==> src/rtl/lds_pkg.sv <==
// ----------------------------------------------------------------------------
// lds_pkg: shared definitions of the lottery draw scheduler
// Field widths, default sizes and the link record passed from cell to cell.
// ----------------------------------------------------------------------------
package lds_pkg;

    // default sizes
    localparam int NUM_JOBS_DEF  = 8;
    localparam int WIN_WIDTH_DEF = 16;

    // fixed field widths
    localparam int TICKETS_W  = 8;   // ticket count of one job
    localparam int DRAW_W     = 31;  // random draw
    localparam int TICKET_W   = 11;  // running sums and winning ticket
    localparam int INDEX_W    = 3;   // job index
    localparam int WINS_OUT_W = 16;  // reported win count
    localparam int CFG_IDX_W  = 4;   // register index on the config port

    // running sum and found flag handed down the row of cells
    typedef struct packed {
        logic [TICKET_W-1:0] sum;
        logic                found;
    } lds_link_t;

endpackage

==> src/rtl/lds_cell.sv <==
// ----------------------------------------------------------------------------
// lds_cell: one job slot of the scheduler
// Holds the job's ticket count and win counter, adds its tickets to the
// running sum from its left neighbor and registers the result for the next.
// ----------------------------------------------------------------------------
module lds_cell #(
    parameter int WIN_WIDTH = lds_pkg::WIN_WIDTH_DEF
) (
    input  logic                          clk,
    input  logic                          rst_n,
    input  logic                          cfg_we,
    input  logic [lds_pkg::TICKETS_W-1:0] cfg_data,
    input  lds_pkg::lds_link_t            link_in,
    output lds_pkg::lds_link_t            link_out,
    input  logic [lds_pkg::TICKET_W-1:0]  ticket,
    input  logic                          grant,
    output logic                          hit,
    output logic [WIN_WIDTH-1:0]          wins
);
    import lds_pkg::*;

    localparam logic [WIN_WIDTH-1:0] WIN_MAX = '1;

    logic [TICKETS_W-1:0] tickets_reg;
    lds_link_t            link_reg;
    lds_link_t            link_next;
    logic                 hit_reg;
    logic                 hit_next;
    logic [WIN_WIDTH-1:0] wins_reg;
    logic [WIN_WIDTH-1:0] wins_next;

    // running sum, first-hit detection and saturating win count
    always_comb
    begin
        link_next.sum   = link_in.sum + TICKET_W'(tickets_reg);
        hit_next        = !link_in.found && (link_next.sum > ticket);
        link_next.found = link_in.found | hit_next;
        wins_next       = wins_reg;
        if (grant && hit_reg && (wins_reg != WIN_MAX))
        begin
            wins_next = wins_reg + 1'b1;
        end
    end

    always_ff @(posedge clk or negedge rst_n)
    begin
        if (!rst_n)
        begin
            tickets_reg <= '0;
            link_reg    <= '0;
            hit_reg     <= 1'b0;
            wins_reg    <= '0;
        end
        else
        begin
            if (cfg_we)
            begin
                tickets_reg <= cfg_data;
            end
            link_reg <= link_next;
            hit_reg  <= hit_next;
            wins_reg <= wins_next;
        end
    end

    assign link_out = link_reg;
    assign hit      = hit_reg;
    assign wins     = wins_reg;

endmodule

==> src/rtl/lds_divmod.sv <==
// ----------------------------------------------------------------------------
// lds_divmod: serial remainder unit
// Restoring division, one draw bit per cycle; only the remainder is kept.
// ----------------------------------------------------------------------------
module lds_divmod (
    input  logic                         clk,
    input  logic                         rst_n,
    input  logic                         start,
    input  logic [lds_pkg::DRAW_W-1:0]   dividend,
    input  logic [lds_pkg::TICKET_W-1:0] divisor,
    output logic                         busy,
    output logic [lds_pkg::TICKET_W-1:0] remainder
);
    import lds_pkg::*;

    localparam int STEP_W = $clog2(DRAW_W);
    localparam logic [STEP_W-1:0] LAST_STEP = STEP_W'(DRAW_W - 1);

    logic [DRAW_W-1:0]   dvd_reg;
    logic [DRAW_W-1:0]   dvd_next;
    logic [TICKET_W-1:0] rem_reg;
    logic [TICKET_W-1:0] rem_next;
    logic [TICKET_W-1:0] dvs_reg;
    logic [TICKET_W-1:0] dvs_next;
    logic [STEP_W-1:0]   step_reg;
    logic [STEP_W-1:0]   step_next;
    logic                busy_reg;
    logic                busy_next;
    logic [TICKET_W:0]   trial;
    logic                fits;

    // one shift-and-subtract step per cycle
    always_comb
    begin
        trial     = {rem_reg, dvd_reg[DRAW_W-1]};
        fits      = trial >= {1'b0, dvs_reg};
        dvd_next  = dvd_reg;
        rem_next  = rem_reg;
        dvs_next  = dvs_reg;
        step_next = step_reg;
        busy_next = busy_reg;
        if (start)
        begin
            dvd_next  = dividend;
            rem_next  = '0;
            dvs_next  = divisor;
            step_next = '0;
            busy_next = 1'b1;
        end
        else if (busy_reg)
        begin
            rem_next  = fits ? TICKET_W'(trial - {1'b0, dvs_reg}) : trial[TICKET_W-1:0];
            dvd_next  = {dvd_reg[DRAW_W-2:0], 1'b0};
            step_next = step_reg + 1'b1;
            if (step_reg == LAST_STEP)
            begin
                busy_next = 1'b0;
            end
        end
    end

    always_ff @(posedge clk or negedge rst_n)
    begin
        if (!rst_n)
        begin
            dvd_reg  <= '0;
            rem_reg  <= '0;
            dvs_reg  <= '0;
            step_reg <= '0;
            busy_reg <= 1'b0;
        end
        else
        begin
            dvd_reg  <= dvd_next;
            rem_reg  <= rem_next;
            dvs_reg  <= dvs_next;
            step_reg <= step_next;
            busy_reg <= busy_next;
        end
    end

    assign busy      = busy_reg;
    assign remainder = rem_reg;

endmodule

==> src/rtl/lottery_draw_scheduler.sv <==
// ----------------------------------------------------------------------------
// lottery_draw_scheduler: lottery arbiter over NUM_JOBS jobs
// Each job owns a ticket count; every draw picks a job with probability
// proportional to its tickets and bumps that job's win counter.
//
// Usage:
//   cfg channel (cfg_valid/cfg_ready, cfg_index, cfg_data) writes the ticket
//   count of job cfg_index; always ready, indexes without a job are dropped.
//   in channel (in_valid/in_ready, random_value) takes one draw item.
//   out channel (out_valid/out_ready) returns winner_index, winning_ticket,
//   winner_wins and no_tickets for each draw, in order.
// Sequence:
//   one draw at a time; each draw runs the sum pass through the cell row,
//   the serial remainder unit (one draw bit per cycle), the selection pass
//   and the result load, in that order, and skips from the sum pass to the
//   result load when no job holds tickets. in_ready rises together with
//   out_valid, once the result is loaded into the output register.
// Reset clears all ticket counts and win counters. A stalled receiver holds
// the result in the output register; a following draw runs up to its result
// and waits there until the register frees.
// ----------------------------------------------------------------------------
module lottery_draw_scheduler #(
    parameter int NUM_JOBS  = lds_pkg::NUM_JOBS_DEF,
    parameter int WIN_WIDTH = lds_pkg::WIN_WIDTH_DEF
) (
    input  logic                           clk,
    input  logic                           rst_n,
    input  logic                           cfg_valid,
    output logic                           cfg_ready,
    input  logic [lds_pkg::CFG_IDX_W-1:0]  cfg_index,
    input  logic [lds_pkg::TICKETS_W-1:0]  cfg_data,
    input  logic                           in_valid,
    output logic                           in_ready,
    input  logic [lds_pkg::DRAW_W-1:0]     random_value,
    output logic                           out_valid,
    input  logic                           out_ready,
    output logic [lds_pkg::INDEX_W-1:0]    winner_index,
    output logic [lds_pkg::TICKET_W-1:0]   winning_ticket,
    output logic [lds_pkg::WINS_OUT_W-1:0] winner_wins,
    output logic                           no_tickets
);
    import lds_pkg::*;

    localparam int CNT_W = $clog2(NUM_JOBS + 1);
    localparam logic [CNT_W-1:0] PASS_END = CNT_W'(NUM_JOBS);

    typedef enum logic [2:0] {
        ST_IDLE,
        ST_SUM,
        ST_DIV,
        ST_WALK,
        ST_RESULT
    } state_t;

    state_t                state_reg;
    state_t                state_next;
    logic [CNT_W-1:0]      cnt_reg;
    logic [CNT_W-1:0]      cnt_next;
    logic [DRAW_W-1:0]     draw_reg;
    logic [DRAW_W-1:0]     draw_next;
    logic                  no_tix_reg;
    logic                  no_tix_next;
    logic                  out_valid_reg;
    logic                  out_valid_next;
    logic [INDEX_W-1:0]    winner_index_reg;
    logic [INDEX_W-1:0]    winner_index_next;
    logic [TICKET_W-1:0]   winning_ticket_reg;
    logic [TICKET_W-1:0]   winning_ticket_next;
    logic [WINS_OUT_W-1:0] winner_wins_reg;
    logic [WINS_OUT_W-1:0] winner_wins_next;
    logic                  no_tickets_reg;
    logic                  no_tickets_next;

    lds_link_t             link [NUM_JOBS+1];
    logic [NUM_JOBS-1:0]   hit;
    logic [WIN_WIDTH-1:0]  wins [NUM_JOBS];
    logic [TICKET_W-1:0]   total;
    logic [TICKET_W-1:0]   ticket;
    logic                  div_start;
    logic                  div_busy;
    logic                  grant;
    logic [INDEX_W-1:0]    sel_index;
    logic [WINS_OUT_W-1:0] sel_wins;

    // row of job cells
    assign link[0] = '0;

    for (genvar i = 0; i < NUM_JOBS; i++)
    begin : g_cell
        lds_cell #(
            .WIN_WIDTH (WIN_WIDTH)
        ) u_cell (
            .clk      (clk),
            .rst_n    (rst_n),
            .cfg_we   (cfg_valid && (cfg_index == CFG_IDX_W'(i))),
            .cfg_data (cfg_data),
            .link_in  (link[i]),
            .link_out (link[i+1]),
            .ticket   (ticket),
            .grant    (grant),
            .hit      (hit[i]),
            .wins     (wins[i])
        );
    end

    assign total = link[NUM_JOBS].sum;

    // winning ticket
    lds_divmod u_divmod (
        .clk       (clk),
        .rst_n     (rst_n),
        .start     (div_start),
        .dividend  (draw_reg),
        .divisor   (total),
        .busy      (div_busy),
        .remainder (ticket)
    );

    // winner index and win count from the one-hot hit vector
    always_comb
    begin
        sel_index = '0;
        sel_wins  = '0;
        for (int i = 0; i < NUM_JOBS; i++)
        begin
            if (hit[i])
            begin
                sel_index = sel_index | INDEX_W'(i);
                sel_wins  = sel_wins | WINS_OUT_W'(wins[i]);
            end
        end
    end

    // draw sequencer
    always_comb
    begin
        state_next          = state_reg;
        cnt_next            = cnt_reg;
        draw_next           = draw_reg;
        no_tix_next         = no_tix_reg;
        out_valid_next      = out_valid_reg && !out_ready;
        winner_index_next   = winner_index_reg;
        winning_ticket_next = winning_ticket_reg;
        winner_wins_next    = winner_wins_reg;
        no_tickets_next     = no_tickets_reg;
        div_start           = 1'b0;
        grant               = 1'b0;
        case (state_reg)
            ST_IDLE:
            begin
                cnt_next = '0;
                if (in_valid)
                begin
                    draw_next  = random_value;
                    state_next = ST_SUM;
                end
            end
            ST_SUM:
            begin
                cnt_next = cnt_reg + 1'b1;
                if (cnt_reg == PASS_END)
                begin
                    cnt_next = '0;
                    if (total == '0)
                    begin
                        no_tix_next = 1'b1;
                        state_next  = ST_RESULT;
                    end
                    else
                    begin
                        no_tix_next = 1'b0;
                        div_start   = 1'b1;
                        state_next  = ST_DIV;
                    end
                end
            end
            ST_DIV:
            begin
                cnt_next = '0;
                if (!div_busy)
                begin
                    state_next = ST_WALK;
                end
            end
            ST_WALK:
            begin
                cnt_next = cnt_reg + 1'b1;
                if (cnt_reg == PASS_END)
                begin
                    cnt_next   = '0;
                    grant      = 1'b1;
                    state_next = ST_RESULT;
                end
            end
            ST_RESULT:
            begin
                if (!out_valid_reg || out_ready)
                begin
                    out_valid_next      = 1'b1;
                    winner_index_next   = no_tix_reg ? '0 : sel_index;
                    winning_ticket_next = no_tix_reg ? '0 : ticket;
                    winner_wins_next    = no_tix_reg ? '0 : sel_wins;
                    no_tickets_next     = no_tix_reg;
                    state_next          = ST_IDLE;
                end
            end
            default:
            begin
                state_next = ST_IDLE;
            end
        endcase
    end

    always_ff @(posedge clk or negedge rst_n)
    begin
        if (!rst_n)
        begin
            state_reg          <= ST_IDLE;
            cnt_reg            <= '0;
            draw_reg           <= '0;
            no_tix_reg         <= 1'b0;
            out_valid_reg      <= 1'b0;
            winner_index_reg   <= '0;
            winning_ticket_reg <= '0;
            winner_wins_reg    <= '0;
            no_tickets_reg     <= 1'b0;
        end
        else
        begin
            state_reg          <= state_next;
            cnt_reg            <= cnt_next;
            draw_reg           <= draw_next;
            no_tix_reg         <= no_tix_next;
            out_valid_reg      <= out_valid_next;
            winner_index_reg   <= winner_index_next;
            winning_ticket_reg <= winning_ticket_next;
            winner_wins_reg    <= winner_wins_next;
            no_tickets_reg     <= no_tickets_next;
        end
    end

    // ports
    assign cfg_ready      = 1'b1;
    assign in_ready       = (state_reg == ST_IDLE);
    assign out_valid      = out_valid_reg;
    assign winner_index   = winner_index_reg;
    assign winning_ticket = winning_ticket_reg;
    assign winner_wins    = winner_wins_reg;
    assign no_tickets     = no_tickets_reg;

endmodule

==> config.mk <==
export PLATFORM = sky130hd
export DESIGN_NAME = lottery_draw_scheduler
export DESIGN_NICKNAME = d
export VERILOG_FILES = /design/src/rtl/lds_pkg.sv /design/src/rtl/lds_cell.sv /design/src/rtl/lds_divmod.sv /design/src/rtl/lottery_draw_scheduler.sv
export SDC_FILE = /design/constraint.sdc
export NUM_CORES = 1
export LEC_CHECK = 0
export BUFFER_PORTS_ARGS = -buffer_cell sky130_fd_sc_hd__buf_4
export CAP_MARGIN = 15
export CORE_MARGIN = 10
export CORE_UTILIZATION = 55
export CTS_BUF_LIST = sky130_fd_sc_hd__clkbuf_8 sky130_fd_sc_hd__clkbuf_16
export CTS_CLUSTER_DIAMETER = 200
export DETAILED_ROUTE_END_ITERATION = 10
export PLACE_DENSITY = 0.77
export SETUP_SLACK_MARGIN = 0.2
export SYNTH_ARGS = -nofsm -noshare
export SYNTH_HDL_FRONTEND = slang
export SYNTH_SLANG_ARGS = --single-unit
export TNS_END_PERCENT = 10
==> constraint.sdc <==
create_clock -name clk -period 3.2 [get_ports clk]
set_clock_uncertainty 0.15 [all_clocks]
set_input_delay 0.64 -clock clk [delete_from_list [all_inputs] [get_ports clk]]
set_output_delay 0.64 -clock clk [all_outputs]
set_load 0.005 [all_outputs]
# Yosys cells after proc, flatten, opt, wreduce, memory -nomap -nowiden
# Cells that the tools add are included.
word_totals:
  register_bits: 421
  word_cells: 216
  output_inout_bits: 34
classes:
  reduce_logical: 53
  n_mux: 45
  n_bitwise: 13
  order_cmp: 9
  n_eq_ne: 26
  addsub: 18
op_table:
  columns: ["op", "n"]
  rows:
  - ["16-bit 2-to-1 mux", 9]
  - ["16-bit by 1-bit adder with 16-bit output, second input constant", 8]
  - ["16-bit != test, second input constant", 8]
  - ["16-bit OR", 7]
  - ["11-bit by 8-bit adder with 11-bit output", 6]
  - ["11-bit > comparator", 6]
  - ["31-bit 2-to-1 mux", 2]
  - ["11-bit 2-to-1 mux", 4]
  - ["3-bit 2-to-1 mux", 11]
  - ["1-bit logical AND", 32]
  - ["4-bit by 3-bit == test with 1-bit output, second input constant", 4]
  - ["3-bit case mux with 5 select lines", 1]
  - ["12-bit by 11-bit >= comparator with 1-bit output", 1]
  - ["1-bit 2-to-1 mux", 12]
  - ["8-bit by 11-bit > comparator with 1-bit output", 1]
  - ["9-bit by 11-bit > comparator with 1-bit output", 1]
  - ["11-bit logical NOT", 1]
  - ["11-bit subtractor", 1]
  - ["5-bit 2-to-1 mux", 2]
  - ["2-bit != test, second input constant", 5]
  - ["8-bit by 8-bit adder with 9-bit output", 1]
  - ["1-bit logical NOT", 9]
  - ["4-bit by 2-bit == test with 1-bit output, second input constant", 2]
  - ["4-bit case mux with 2 select lines", 1]
  - ["18 further kinds", 29]

# Longest topological paths before layout
depth:
  word_depth: 16
  ltp_mapped: 15
  depth_no_buf: 15

# Modules after synthesis
# A second synthesis with hierarchy kept.
unflattened:
  hier_cells: 2233
  hier_area_um2: 23256.1
modules_own_cells:
  columns: ["module", "cells_each", "n_inst", "area_each_um2"]
  rows:
  - ["lds_cell (g_cell[2].u_cell ...)", 197, 3, 2055.7]
  - ["lds_cell (g_cell[1].u_cell ...)", 193, 2, 2054.5]
  - ["lds_cell (g_cell[0].u_cell ...)", 196, 2, 2049.5]
  - ["lottery_draw_scheduler", 329, 1, 3595.9]
  - ["lds_divmod", 341, 1, 3184.3]
  - ["lds_cell (g_cell[3].u_cell)", 194, 1, 2100.8]

# Worst setup path before layout
# No wires, ideal clock.
synth_timing:
  path_type: "register to register"
  start: "reg g_cell[1].u_cell.link_reg, in the netlist g_cell[1].u_cell.link_out[1]"
  end: "reg g_cell[2].u_cell.link_reg, in the netlist g_cell[2].u_cell.link_out[0]"
  path_stages_with_launch: 14
  required_time_ns: 2.917
  setup_slack_ns: -0.049
  t_arrival_ns: 2.966
  path_buffers: 0
  cell_sequence: "dfrtp_1 ha_1 fa_1 a21o_1 a21oi_1 o21ai_0 nor2_1 xnor2_1 ha_1 a211o_1 o221a_2 o31a_1 o41ai_1 nand2b_1"
synth_lines:
  columns: ["element", "line_no", "rtl"]
  rows:
  - ["start: declaration", "lds_cell.sv:25", "lds_link_t link_reg;"]
  - ["start signal: assignment", "lds_cell.sv:60", "link_reg <= link_next;"]
  - ["end signal: assignment", "lds_cell.sv:60", null]
  - ["end: declaration", "lds_cell.sv:25", null]

==> reports/results.ini <==
[cells_and_area]
largest_reg_flops = 128
fin_util = 0.637
final_common_cell = dfrtp_1
area_growth_pct = 14.7
layout-drive-gt1-share = 0.173
stdcell_area_um2 = 24600
layout.nets = 2285
antenna_cells = 0
fill_cells = 2965
layout_common_cells = dfrtp_1, nand2_1, ha_1

[floorplanning]
die_width_um = 218
die_h_um = 218
coreArea_um2 = 38600
ios = 82
start_util = 0.556
dieArea_um2 = 47400
num_rows = 72

[yosys]
synthArstFlopShare = 1.00
yosys_warnings = 0
postSynthAreaPerCell_um2 = 11.0
yosysTopAreaCellShare = 0.487
synthesis.nets = 2175
synthTopCellsByArea = dfrtp_1, ha_1, mux2_2
netlist_area_um2 = 21500
synth_flop_cell = dfrtp_1
synth-seq-cells = 418
synth_cell_type_count = 68
yosysSeqAreaShare = 0.487
synth_edf_count = 0
synthCells = 1958
yosysTopAreaCell = dfrtp_1

[worst_setup_path]
regToRegSetupSlack_ns = -0.01
rr_worst_depth = 13
crit_path_top_delay_cell = dfrtp_1
critPathArrivalTime_ns = 3.49
crit_path_max_incr_delay_ns = 0.37
end_kind = flip-flop
critPathKind = flip-flop to flip-flop
r2r-start = g_cell[1].u_cell.link_out[1]$_DFF_PN0_
critPathMaxFanout = 2
path_cells = ha_2 > fa_2 > a21o_1 > a21oi_2 > o21ai_2 > nor2_1 > xnor2_1 > ha_1 > a211o_1 > o221a_2 > o31a_1 > o41ai_2 > nor2_1
crit_top_cell = nor2_1
rr_endpoint = g_cell[2].u_cell.hit$_DFF_PN0_
required_ns = 3.47
cp-start-kind = flip-flop

[hold_path]
worstHoldPathType = input pin to flip-flop
min_from = random_value[1]
hold_end = draw_reg[1]$_DFFE_PN0P_
holdPathStages = 2

[route]
wire_per_inst_um = 20.2
drc_errors = 0
ant_nets = 0
first_pass_iters = 5
route.final.wire_length_um = 52900
initialDrtViolationCount = 1271
drt-vias-per-instance = 5.98
vias = 15700

[placed_design]
gp_congestion = 0.917
hpwl_um = 37900
port_buffers = 80
placed_cell_area_um2 = 22900

[global_routing]
grt_pass1_vias = 15900
antenna_found_initial = 0
grt_pass1_wl_um = 84500
overflow = 0
grt_max_degree = 76
track_usage = 0.222

[power]
p_comb_frac = 0.445
swShare = 0.384
peakVddDrop_v = 0.000866
p_int_w = 0.0142
power_density_nw_per_um2 = 936
switchingPower_w = 0.00884
p_leak_nw = 11.3
seqPwrFrac = 0.328
clkPwrFrac = 0.226

[sta]
final-max-slew-violation-count = 0
post-route-period-util = 1.00
post-route-worst-setup-slack_ns = -0.0116
period_needed_ns = 3.21
max_slew_margin = 0.448
hold_viol = 0
setup_viol = 2
worstMarginPinSlew_ns = 0.828
fmax_mhz = 311
grt_setup_unrepaired = true

[clocking]
ctsHtreeMaxLevel = 2
tritoncts = built
cts.clk_slew.worst_paths_ns = 0.06
worstSkewPairLatency_ns = 0.56
cts_sinks = 418
cts_max_path_buffers = 3
root_buffer = clkbuf_16
cts_buffers = 43

[status]
violations = negative setup slack
status = complete, but fails checks

[flow_run]
cap_violations = 0

[worst max-delay path: cells and delay by family, from the launching register on]
family	cells	cell delay, ns
adders and majority gates	3	0.84
and+or+nand+nor	2	0.20
AOI/OAI and AO/OA	7	1.38
DFF	1	0.37
xor gates and xnor gates	1	0.16
[layer usage]
layer,track usage,vias up,routed length [µm],part of all wire
met4,0.0983,0,2140,0.040
met1,0.279,7722,22500,0.42
met3,0.0431,150,3260,0.062
li1,-,7283,-,-
met2,0.367,496,25100,0.47
met5,0,-,0,0
[Yosys cell counts (47+ instances only)]
cell type	n
nand3_1	60
nand2_1	166
o21ai_0	89
xnor2_1	130
ha_1	161
nor3_1	49
inv_1	72
xor2_1	55
a21oi_1	47
nor2_1	107
dfrtp_1	418
a22oi_1	59
clkbuf_1	47
mux2_2	104
nand4_1	74
[through the flow]
stage,hold WS (ns),power [W],TNS [ns],cells,worst slack [ns]
floorplan,0.194,0.0144,0,1958,0.136
global placement,0.241,0.0166,0,2536,0.0429
detailed placement,0.244,0.0171,-0.589,2536,-0.115
CTS,0.139,0.0228,-0.0290,2618,-0.0279
global route,0.146,0.0247,-0.621,2618,-0.126
finish,0.162,0.0231,-0.0193,2618,-0.0116
[logic make-up (layout without fill, tap and decap cells)]
kind of cell               Yosys count  count (layout)  synth area share
and+or+nand+nor                    571             571             0.133
adders and majority gates          169             169             0.101
buffers and inverters              132             274            0.0241
muxes                              142             142            0.0722
AOI/OAI and AO/OA                  340             340             0.107
xor gates and xnor gates           185             185            0.0754
other                                1               1          0.000175
DFF                                418             418             0.487
[area by class of cell]
class                   count  area (µm²)  area share
flip-flops and latches    418       10500       0.425
well taps                 518         648      0.0263
clock buffers              53        1210      0.0493
clock inverters            24         259      0.0105
repair buffers            125        1020      0.0415
multi-input cells        1408       10800       0.437
inverters                  72         270      0.0110
[worst max-delay path by stage]
stage                                                start  depth (start not counted)                                      to
2_1_floorplan  g_cell[2].u_cell.tickets_reg[0]$_DFFE_PN0P_                         13  g_cell[2].u_cell.link_out[0]$_DFF_PN0_
3_3_place_gp        g_cell[5].u_cell.link_out[1]$_DFF_PN0_                         13  g_cell[6].u_cell.link_out[0]$_DFF_PN0_
3_5_place_dp   g_cell[6].u_cell.tickets_reg[0]$_DFFE_PN0P_                         13  g_cell[6].u_cell.link_out[0]$_DFF_PN0_
4_1_cts        g_cell[3].u_cell.tickets_reg[0]$_DFFE_PN0P_                         12          g_cell[3].u_cell.hit$_DFF_PN0_
5_1_grt             g_cell[1].u_cell.link_out[1]$_DFF_PN0_                         13          g_cell[2].u_cell.hit$_DFF_PN0_
6_report            g_cell[1].u_cell.link_out[1]$_DFF_PN0_                         13          g_cell[2].u_cell.hit$_DFF_PN0_
[power groups by stage]
stage          sequential [W]  combinational [W]  clock (W)
2_1_floorplan         0.00725            0.00711          0
3_3_place_gp          0.00758            0.00904          0
3_5_place_dp          0.00763            0.00945          0
4_1_cts               0.00755            0.00993    0.00529
5_1_grt               0.00771             0.0115    0.00549
6_report              0.00757             0.0103    0.00522
[repair_timing]
action / in CTS / in global routing
hold buffers: 1 / 0
pin swaps: 23 / 14
buffers inserted: 4 / 0
hold endpoints to repair: 49 / 0
resized for setup: 26 / 25
setup endpoints to repair: 13 / 18
Power figures use the tool's default switching activity.
